## config.mk

```make
export PLATFORM = sky130hd
export DESIGN_NAME = length_prefixed_frame_receiver_unit_flat
export DESIGN_NICKNAME = d
export VERILOG_FILES = /design/src/rtl/lpfr_pkg.sv /design/src/rtl/lpfr_if.sv /design/src/rtl/length_prefixed_frame_receiver_unit.sv /design/src/rtl/lpfr_core.sv /design/src/rtl/lpfr_out_reg.sv /design/src/flat_wrapper.sv
export VERILOG_INCLUDE_DIRS = /design/src /design/src/rtl
export SDC_FILE = /design/constraint.sdc
export NUM_CORES = 1
export LEC_CHECK = 0
export BUFFER_PORTS_ARGS = -buffer_cell sky130_fd_sc_hd__buf_2
export CORE_ASPECT_RATIO = 1.5
export CORE_MARGIN = 8
export CORE_UTILIZATION = 51
export CTS_CLUSTER_DIAMETER = 150
export DETAILED_ROUTE_END_ITERATION = 6
export PLACE_DENSITY = 0.76
export SLEW_MARGIN = 15
export SYNTH_ARGS = -nofsm -noshare
export SYNTH_HDL_FRONTEND = slang
export SYNTH_SLANG_ARGS = --single-unit
```

## constraint.sdc

```tcl
create_clock -name clk -period 4.8 [get_ports clk]
set_clock_uncertainty 0.05 [all_clocks]
set_input_delay 0.48 -clock clk [delete_from_list [all_inputs] [get_ports clk]]
set_output_delay 0.48 -clock clk [all_outputs]
set_load 0.01 [all_outputs]
```

## src/rtl/length_prefixed_frame_receiver_unit_defines.svh

```systemverilog
// Assertion macros used by the frame receiver core.
`ifndef LENGTH_PREFIXED_FRAME_RECEIVER_UNIT_DEFINES_SVH
`define LENGTH_PREFIXED_FRAME_RECEIVER_UNIT_DEFINES_SVH

`ifndef SYNTHESIS
// Same-cycle implication, checked outside reset.
`define LPFR_ASSERT_IMPL(label, clk, rst, ante, cons) \
  label: assert property (@(posedge clk) disable iff (rst) (ante) |-> (cons)) \
    else $error("lpfr: implication check failed");
// Next-cycle implication, checked outside reset.
`define LPFR_ASSERT_NEXT(label, clk, rst, ante, cons) \
  label: assert property (@(posedge clk) disable iff (rst) (ante) |=> (cons)) \
    else $error("lpfr: next-cycle check failed");
`else
`define LPFR_ASSERT_IMPL(label, clk, rst, ante, cons)
`define LPFR_ASSERT_NEXT(label, clk, rst, ante, cons)
`endif

`endif

```

## src/rtl/lpfr_pkg.sv

```systemverilog
// Shared types and constants of the frame receiver.
package lpfr_pkg;

  localparam int unsigned BYTE_W = 8;
  localparam int unsigned LEN_W  = 16;
  localparam int unsigned KEPT_W = 9;

  // Largest number of payload bytes passed on per frame.
  localparam logic [LEN_W-1:0] MAX_PAYLOAD = 16'd256;

  localparam logic [BYTE_W-1:0] START_MARKER_RESET = 8'd62;

  typedef struct packed {
    logic [BYTE_W-1:0] payload_byte;
    logic              byte_valid;
    logic              frame_done;
    logic              truncated;
    logic [KEPT_W-1:0] kept_length;
    logic [LEN_W-1:0]  declared_length;
  } result_t;

endpackage

```

## src/rtl/lpfr_if.sv

```systemverilog
// Handshake channels of the frame receiver: received bytes in, results out.
interface lpfr_rx_if;
  logic                      valid;
  logic                      ready;
  logic [lpfr_pkg::BYTE_W-1:0] rx_byte;

  modport source (output valid, output rx_byte, input ready);
  modport sink   (input valid, input rx_byte, output ready);
endinterface

interface lpfr_res_if;
  logic                        valid;
  logic                        ready;
  logic [lpfr_pkg::BYTE_W-1:0] payload_byte;
  logic                        byte_valid;
  logic                        frame_done;
  logic                        truncated;
  logic [lpfr_pkg::KEPT_W-1:0] kept_length;
  logic [lpfr_pkg::LEN_W-1:0]  declared_length;

  modport source (output valid, output payload_byte, output byte_valid,
                  output frame_done, output truncated, output kept_length,
                  output declared_length, input ready);
  modport sink   (input valid, input payload_byte, input byte_valid,
                  input frame_done, input truncated, input kept_length,
                  input declared_length, output ready);
endinterface

```

## src/rtl/length_prefixed_frame_receiver_unit.sv

```systemverilog
// Top level of the length-prefixed frame receiver.
// The receiver takes one byte beat per cycle on rx. It hunts for the start
// marker (register start_marker, reset 0x3E), then reads a 16-bit length,
// low byte first. A zero length drops back to hunting. A nonzero length is
// followed by exactly that many payload bytes; the first MAX_PAYLOAD (256)
// of them leave on res as beats with byte_valid set. The byte that completes
// the frame carries frame_done with kept_length, declared_length and
// truncated; bytes past the limit that do not complete the frame give no
// beat. Header bytes never give a beat, and a marker value inside a frame is
// plain data. Each accepted byte is parsed in the cycle it is accepted,
// against the registered frame state, and its beat, if any, sits in a single
// result register from the next cycle on. rx stays ready while that register
// is empty or being read, so a full rate of one byte per cycle is held as
// long as res is ready; a stalled res beat holds off rx, header and dropped
// bytes included, until it leaves.
// Write start_marker only while no frame is in flight.
module length_prefixed_frame_receiver_unit (
  input  logic                        clk,
  input  logic                        rst,
  input  logic                        cfg_we,
  input  logic [lpfr_pkg::BYTE_W-1:0] cfg_wdata,
  lpfr_rx_if.sink                     rx,
  lpfr_res_if.source                  res
);

  logic              accept;
  logic              can_take;
  logic              parse_valid;
  lpfr_pkg::result_t parse_res;
  lpfr_pkg::result_t hold_res;

  // Accept a beat whenever the result register has room for it.
  assign rx.ready = can_take;
  assign accept   = rx.valid && can_take;

  lpfr_core u_core (
    .clk       (clk),
    .rst       (rst),
    .cfg_we    (cfg_we),
    .cfg_wdata (cfg_wdata),
    .accept    (accept),
    .rx_byte   (rx.rx_byte),
    .res_valid (parse_valid),
    .res       (parse_res)
  );

  lpfr_out_reg u_out_reg (
    .clk        (clk),
    .rst        (rst),
    .load_valid (parse_valid),
    .take       (accept),
    .load_data  (parse_res),
    .out_ready  (res.ready),
    .can_take   (can_take),
    .out_valid  (res.valid),
    .out_data   (hold_res)
  );

  // Unpack the held result onto the channel.
  assign res.payload_byte    = hold_res.payload_byte;
  assign res.byte_valid      = hold_res.byte_valid;
  assign res.frame_done      = hold_res.frame_done;
  assign res.truncated       = hold_res.truncated;
  assign res.kept_length     = hold_res.kept_length;
  assign res.declared_length = hold_res.declared_length;

endmodule

```

## src/rtl/lpfr_core.sv

```systemverilog
// Frame parser: marker hunt, length header, payload count and result build.
`include "length_prefixed_frame_receiver_unit_defines.svh"

module lpfr_core (
  input  logic                        clk,
  input  logic                        rst,
  input  logic                        cfg_we,
  input  logic [lpfr_pkg::BYTE_W-1:0] cfg_wdata,
  input  logic                        accept,
  input  logic [lpfr_pkg::BYTE_W-1:0] rx_byte,
  output logic                        res_valid,
  output lpfr_pkg::result_t           res
);

  typedef enum logic [1:0] {
    PH_HUNT,
    PH_LEN_LO,
    PH_LEN_HI,
    PH_DATA
  } phase_t;

  phase_t                       phase, phase_next;
  logic [lpfr_pkg::BYTE_W-1:0]  start_marker;
  logic [lpfr_pkg::LEN_W-1:0]   frame_length, frame_length_next;
  logic [lpfr_pkg::LEN_W-1:0]   received_count, received_count_next;
  logic [lpfr_pkg::LEN_W-1:0]   count_inc;
  logic [lpfr_pkg::LEN_W-1:0]   kept_full;
  logic                         kept;
  logic                         done;
  logic                         over;

  assign count_inc = received_count + 16'd1;
  assign kept      = received_count < lpfr_pkg::MAX_PAYLOAD;
  assign done      = count_inc >= frame_length;
  assign over      = frame_length > lpfr_pkg::MAX_PAYLOAD;
  assign kept_full = over ? lpfr_pkg::MAX_PAYLOAD : frame_length;

  always_comb begin
    phase_next          = phase;
    frame_length_next   = frame_length;
    received_count_next = received_count;
    res_valid           = 1'b0;
    res                 = '0;
    case (phase)
      PH_HUNT: begin
        if (rx_byte == start_marker) begin
          phase_next = PH_LEN_LO;
        end
      end
      PH_LEN_LO: begin
        frame_length_next = {8'd0, rx_byte};
        phase_next        = PH_LEN_HI;
      end
      PH_LEN_HI: begin
        frame_length_next   = {rx_byte, frame_length[lpfr_pkg::BYTE_W-1:0]};
        received_count_next = '0;
        phase_next = (frame_length_next != '0) ? PH_DATA : PH_HUNT;
      end
      PH_DATA: begin
        received_count_next = count_inc;
        res_valid           = kept || done;
        res.byte_valid      = kept;
        res.payload_byte    = kept ? rx_byte : '0;
        res.frame_done      = done;
        if (done) begin
          res.truncated       = over;
          res.kept_length     = kept_full[lpfr_pkg::KEPT_W-1:0];
          res.declared_length = frame_length;
          phase_next          = PH_HUNT;
        end
      end
      default: begin
        phase_next = PH_HUNT;
      end
    endcase
  end

  always_ff @(posedge clk) begin
    if (rst) begin
      phase          <= PH_HUNT;
      frame_length   <= '0;
      received_count <= '0;
      start_marker   <= lpfr_pkg::START_MARKER_RESET;
    end else begin
      if (accept) begin
        phase          <= phase_next;
        frame_length   <= frame_length_next;
        received_count <= received_count_next;
      end
      if (cfg_we) begin
        start_marker <= cfg_wdata;
      end
    end
  end

  `LPFR_ASSERT_IMPL(a_result_only_in_data, clk, rst, res_valid, phase == PH_DATA)
  `LPFR_ASSERT_IMPL(a_data_len_nonzero, clk, rst, phase == PH_DATA, frame_length != '0)
  `LPFR_ASSERT_NEXT(a_done_rehunts, clk, rst, accept && res_valid && res.frame_done, phase == PH_HUNT)
  `LPFR_ASSERT_IMPL(a_trunc_len, clk, rst, res_valid && res.truncated, res.kept_length == lpfr_pkg::MAX_PAYLOAD[lpfr_pkg::KEPT_W-1:0])

endmodule

```

## src/rtl/lpfr_out_reg.sv

```systemverilog
// Result register between the parser and the output channel.
module lpfr_out_reg (
  input  logic              clk,
  input  logic              rst,
  input  logic              load_valid,
  input  logic              take,
  input  lpfr_pkg::result_t load_data,
  input  logic              out_ready,
  output logic              can_take,
  output logic              out_valid,
  output lpfr_pkg::result_t out_data
);

  // Free when empty or drained in this cycle.
  assign can_take = !out_valid || out_ready;

  always_ff @(posedge clk) begin
    if (rst) begin
      out_valid <= 1'b0;
    end else if (take) begin
      out_valid <= load_valid;
    end else if (out_ready) begin
      out_valid <= 1'b0;
    end
  end

  always_ff @(posedge clk) begin
    if (take && load_valid) begin
      out_data <= load_data;
    end
  end

endmodule

```

## src/flat_wrapper.sv

```systemverilog
// flat-port wrapper written by rule: the top's interface ports become plain ports
module length_prefixed_frame_receiver_unit_flat 
  (clk, rst, cfg_we, cfg_wdata, rx_valid, rx_rx_byte, rx_ready, res_valid, res_payload_byte, res_byte_valid, res_frame_done, res_truncated, res_kept_length, res_declared_length, res_ready);
  lpfr_rx_if rx_i ();
  lpfr_res_if res_i ();
  input  logic clk;
  input  logic rst;
  input  logic cfg_we;
  input  logic [lpfr_pkg::BYTE_W-1:0] cfg_wdata;
  input wire logic [$bits(rx_i.valid)-1:0] rx_valid;
  input wire logic [$bits(rx_i.rx_byte)-1:0] rx_rx_byte;
  output wire logic [$bits(rx_i.ready)-1:0] rx_ready;
  output wire logic [$bits(res_i.valid)-1:0] res_valid;
  output wire logic [$bits(res_i.payload_byte)-1:0] res_payload_byte;
  output wire logic [$bits(res_i.byte_valid)-1:0] res_byte_valid;
  output wire logic [$bits(res_i.frame_done)-1:0] res_frame_done;
  output wire logic [$bits(res_i.truncated)-1:0] res_truncated;
  output wire logic [$bits(res_i.kept_length)-1:0] res_kept_length;
  output wire logic [$bits(res_i.declared_length)-1:0] res_declared_length;
  input wire logic [$bits(res_i.ready)-1:0] res_ready;
  assign rx_i.valid = rx_valid;
  assign rx_i.rx_byte = rx_rx_byte;
  assign rx_ready = rx_i.ready;
  assign res_valid = res_i.valid;
  assign res_payload_byte = res_i.payload_byte;
  assign res_byte_valid = res_i.byte_valid;
  assign res_frame_done = res_i.frame_done;
  assign res_truncated = res_i.truncated;
  assign res_kept_length = res_i.kept_length;
  assign res_declared_length = res_i.declared_length;
  assign res_i.ready = res_ready;
  length_prefixed_frame_receiver_unit u_core (.clk(clk), .rst(rst), .cfg_we(cfg_we), .cfg_wdata(cfg_wdata), .rx(rx_i), .res(res_i));
endmodule
```

Word-level counts from Yosys, hierarchy flattened

Cells that the tools add are included.

Input bits: 21
Output and inout bits: 38
Register bits after elaboration: 79

Add/subtract/negate cells: 1
Bitwise operators: 3
Eq/ne operators: 6
Order comparisons: 3
Multiplexer cells: 10
Reduce and logical (&&, ||, !) cells: 17

Operator list:

| kind                    | count |
|---|---|
| $pmux W16 S2            | 2 |
| $add A16 B1 Y16 const B | 1 |
| $ge A16 B16 Y1          | 1 |
| $gt A16 B9 Y1 const B   | 1 |
| $lt A16 B9 Y1 const B   | 1 |
| $reduce_bool A16 Y1     | 1 |
| $mux W9                 | 1 |
| $eq A8 B8 Y1            | 1 |
| $pmux W2 S4             | 1 |
| $reduce_and A2 Y1       | 4 |
| $mux W2                 | 3 |
| $reduce_and A3 Y1       | 2 |
| $reduce_bool A2 Y1      | 3 |
| $eq A2 B2 Y1 const B    | 2 |
| $ne A2 B2 Y1 const B    | 2 |
| $mux W1                 | 3 |
| $not A1 Y1              | 3 |
| $reduce_or A3 Y1        | 1 |
| $eq A2 B1 Y1 const B    | 1 |
| $logic_and A1 B1 Y1     | 2 |
| $logic_not A2 Y1        | 1 |
| $logic_or A1 B1 Y1      | 2 |
| $logic_not A1 Y1        | 1 |

Depth between registers and ports, before layout

Depth in word-level cells: 5
Depth in mapped cells: 13
Gate-level depth less buffers: 12

Hierarchy

A second synthesis with hierarchy kept.

Cells, all modules: 402
Area, all modules: 3981.3 um^2

Modules (own cells, without submodules):

| module                              | sequential area each (um^2) | area an instance (um^2) | cells an instance | instances |
|---|---|---|---|---|
| lpfr_core                           | 840.8                       | 2834.0                  | 360               | 1 |
| lpfr_out_reg                        | 1101.1                      | 1141.1                  | 41                | 1 |
| length_prefixed_frame_receiver_unit | 0.0                         | 6.3                     | 1                 | 1 |

Least setup slack after synthesis

OpenSTA, ideal clock, no wires.

Kind: register to register
Start point: reg u_core.u_core.received_count[0] (netlist name)
End point: reg u_core.u_out_reg.out_data[0] (netlist name) (enable)
Stages on the path, launching flop included: 13
Slack: -0.288 ns
Arrival time: 4.597 ns
Period minus slack after synthesis: 5.088 ns
Required time: 4.309 ns
Cell sequence: dfxtp_1 > ha_1 > nand3_1 > nor3_1 > and3_1 > xor2_1 > ha_1 > nand4_1 > or3_4 > nor4_4 > nor3_1 > buf_2 > a21oi_1

Longest elaborated chain between the ends: 5
Elaborated cells on any way between the ends: 6
Those cells by class: 1 x add/sub; 2 x order compare; 1 x mux; 2 x reduce/logical

Ends and longest elaborated chain:

| what                     | RTL line           | RTL |
|---|---|---|
| start: declaration       | lpfr_core.sv:25    | `logic [lpfr_pkg::LEN_W-1:0] received_count, received_count_next;` |
| start signal: assignment | lpfr_core.sv:88    | `received_count <= received_count_next;` |
| $add A16 B1 Y16          | lpfr_core.sv:32    | `assign count_inc = received_count + 16'd1;` |
| $ge A16 B16 Y1           | lpfr_core.sv:34    | `assign done = count_inc >= frame_length;` |
| $logic_or A1 B1 Y1 *     | lpfr_core.sv:61    | `res_valid = kept \|\| done;` |
| $mux W1 *                | lpfr_core.sv:44    | `case (phase)` |
| $logic_and A1 B1 Y1 *    | lpfr_out_reg.sv:28 | `if (take && load_valid) begin` |
| end signal: assignment   | lpfr_out_reg.sv:29 | `out_data <= load_data;` |
| end: declaration         | lpfr_out_reg.sv:11 | `output lpfr_pkg::result_t out_data` |

Mark *: on every way between the ends. The rest lies on a longest branch, timed or not.
A chain may end at the register's enable or synchronous reset.

Final worst setup path

Start point: reg u_core.u_core.received_count[0] (netlist name)
End point: reg u_core.u_out_reg.out_data[20] (netlist name) (data pin)

Longest elaborated chain between the ends: 4

Ends and longest elaborated chain:

| what                              | RTL line |
|---|---|
| $add A16 B1 Y16                   | lpfr_core.sv:32 |
| $ge A16 B16 Y1                    | lpfr_core.sv:34 |
| $not A1 Y1 (no source line)       | -- |
| $reduce_or A3 Y1 (no source line) | -- |

Every way passes these cells.

==> metrics.csv <==
metric,value,unit
fin crit period,3.96,ns
multiplexer area fraction after synthesis,0.782,%
CTS tree,built,
area delta synth->final,17.9,%
Worst-Margin Slew,1.04,ns
Die Span X,86.9,um
Main synth FF type,dfxtp_1,
Crit Path Class,flop to flop,
FILL cells,639,
worst IR drop on VDD,224,uV
asr flop ratio synth,0,%
WP data required,4.84,ns
first-pass GRT wire length,14.0,mm
CTS sink count,79,
worst r2r dst,u_core.u_out_reg.out_data[20],
Avg WL per Cell,15.6,um
Starting DRT DRC Count,250,
Avg Inst Size Synth,9.72,um2
top layer used by detailed routing,met4,
grt total ovfl,0,
vias after detailed routing,3039,
Met2 Routed Length,4.51,mm
worst hold start,cfg_wdata[5],
pwr dens,317,nW/um2
metal3 WL,587,um
Mapped Area,3840,um2
Area contributors post-synth,"edfxtp_1 28%, dfxtp_1 22%, ha_1 7.2%, a21oi_1 4.3%, nor2_1 3.9%",
Antenna diodes,0,
status,completed,
largest family of logic cells by synthesized area,simple AND/OR/NAND/NOR gates,
CTS Buf Count,9,
initial antenna violation count,0,
Nets,492,
CTS Hold Bufs,0,
Die ar.,10600,um2
YS warnings,0,
Worst Setup SP,u_core.u_core.received_count[0],
First-pass DRT Iterations,5,
postcts setup bufs,0,
largest net degree at the start of global routing,45,
max cap viols,0,
Reg2Reg Setup Slack,0.84,ns
Fmax,0.253,GHz
Post-Syn Nets,438,
Die Ht,122,um
most frequent cell after synthesis,dfxtp_1,
Synth Area in Compound Gates,10.0,%
Netlist cell types,40,
sequential share of the synthesized area,50.6,%
HP Class,input port to flop,
port bufs,58,
starting density of the core,51.4,%
clock latency on the worst-skew pair,0.34,ns
worst hold slack,0.297,ns
top cell type's share of synthesized area,28.2,%
RSZ-0062 raised after global routing,false,
peak fanout along the critical path,19,
# setup viols final,0,
Critical Path End Type,flop,
H-Tree Depth,3,
worst-case clock buffer depth,2,
simple-gate share of the synthesized area,22.7,%
Core ar.,7470,um2
final WL,8.65,mm
gp weighted congestion,0.851,
vias in the first global route,2998,
number of rows in the core area,39,
GRT Util Overall,17.0,%
"area leader, netlist",edfxtp_1,
share of cells above drive strength 1,17.4,%
R2R depth,13,
total count of max-transition violations in the final report,0,
post-synthesis adder-cell area fraction,7.17,%
crit path DAT,4.00,ns
Synth Area in XOR/XNOR,5.02,%
via/cell ratio,5.47,
crit path to,u_core.u_out_reg.out_data[20],
Reg2Reg Launch Point,u_core.u_core.received_count[0],
Final Cycle Share,82.5,%
Post-synth EDFFs,36,
Setup TNS,0,ns
Slew headroom,30.4,%
top post-synthesis cells by count,"43 x dfxtp_1, 40 x nor2_1, 36 x edfxtp_1, 33 x a21oi_1, 24 x nand2_1",
Top Ports,59,
crit start category,flop,
final hold vios,0,
final antenna-violating net count,0,
CTS Root Cell,clkbuf_16,
Gate Count Post-Synth,395,
DRT met1 WL,3.36,mm
"Reg clk slew, reported paths",0.06,ns
leakage power total,1.86,nW
#FFs+latches synth,79,
# resized after CTS,0,
residual DRC count,0,
HPWL after detailed placement,6.21,mm
metrics by stage:
step	instances	total power, mW	setup WS [ns]	cell area [um2]	utilization (%)
final	556	1.44	0.840	4530	60.6
after global routing	556	1.48	0.513	4530	60.6
after CTS	556	1.45	0.869	4530	60.6
after detailed placement	540	0.762	0.926	4220	56.6
after global placement	540	0.761	1.05	4220	56.6
after floorplan	395	0.744	0.519	3840	-
where the power goes:
group | internal [mW] | leakage, nW | switching [mW] | total [mW]
Combinational | 0.0188 | 0.999 | 0.0238 | 0.0426
Clock | 0.419 | 0.151 | 0.269 | 0.689
Sequential | 0.702 | 0.714 | 0.00341 | 0.706
worst min path at each step:
| stage | end | slack [ns] | cells after the start |
|---|---|---|---|
| 2_1_floorplan | u_core.u_core.frame_length[10] | 0.38 | 2 |
| 3_3_place_gp | u_core.u_core.frame_length[9] | 0.39 | 2 |
| 3_5_place_dp | u_core.u_core.frame_length[11] | 0.40 | 2 |
| 4_1_cts | u_core.u_core.start_marker[5] | 0.29 | 2 |
| 5_1_grt | u_core.u_core.start_marker[3] | 0.30 | 2 |
| 6_report | u_core.u_core.start_marker[5] | 0.30 | 2 |
registers in the layout (all words and copies together) (netlist names):
signal / count
u_core.u_core.frame_length: 16
u_core.u_out_reg.out_valid: 1
u_core.u_core.start_marker: 8
u_core.u_core.received_count: 16
u_core.u_out_reg.out_data: 36
u_core.u_core.phase: 2
final cells by class:
| cell class | instances | area (um2) | area share [%] |
|---|---|---|---|
| clock buffers | 10 | 239 | 5.28 |
| clock inverters | 6 | 65.1 | 1.44 |
| inverters | 21 | 78.8 | 1.74 |
| multi-input cells | 278 | 1770 | 39.1 |
| flip-flops and latches | 79 | 1940 | 42.9 |
| well taps | 102 | 128 | 2.82 |
| repair buffers | 60 | 305 | 6.74 |
layout by cell type (no fill, tap or decap), drive strengths merged, types with 2 or more instances in the layout:
| cell type | instances |
|---|---|
| edfxtp | 36 |
| nor2 | 40 |
| buf | 60 |
| dfxtp | 43 |
| o21ai | 12 |
| nand2 | 24 |
| nand3b | 3 |
| nand2b | 2 |
| clkinv | 2 |
| a21oi | 33 |
| nor2b | 6 |
| nor3b | 8 |
| nand3 | 16 |
| xor2 | 9 |
| and2 | 11 |
| clkbuf | 10 |
| ha | 22 |
| nor3 | 21 |
| a22oi | 7 |
| mux2i | 3 |
| a211o | 5 |
| and3 | 14 |
| nor4 | 10 |
| xnor2 | 13 |
| nand4 | 8 |
| inv | 24 |
critical path, stage by stage (launching register included):
cell,delay [ns]
dfxtp_1,0.42
ha_1,0.23
nand3_1,0.21
nor3_1,0.44
and3_1,0.28
xor2_1,0.17
ha_1,0.26
nand4_1,0.12
nor3_1,0.08
or4_1,0.51
nor3_2,0.24
buf_4,0.28
nor2_1,0.16
and3_1,0.26
cell families after synthesis:
family	count (synthesis)
xor+xnor	22
flops	79
mux	3
simple gates	166
fa+ha+maj	22
compound gates	65
buf+inv	38
per-layer routing:
metal	track usage [%]	up-vias
met1	18.7	1412
met3	4.83	15
met2	29.0	93
li1	-	1519
met4	9.09	0
met5	0	-
Power figures use the tool's default switching activity.
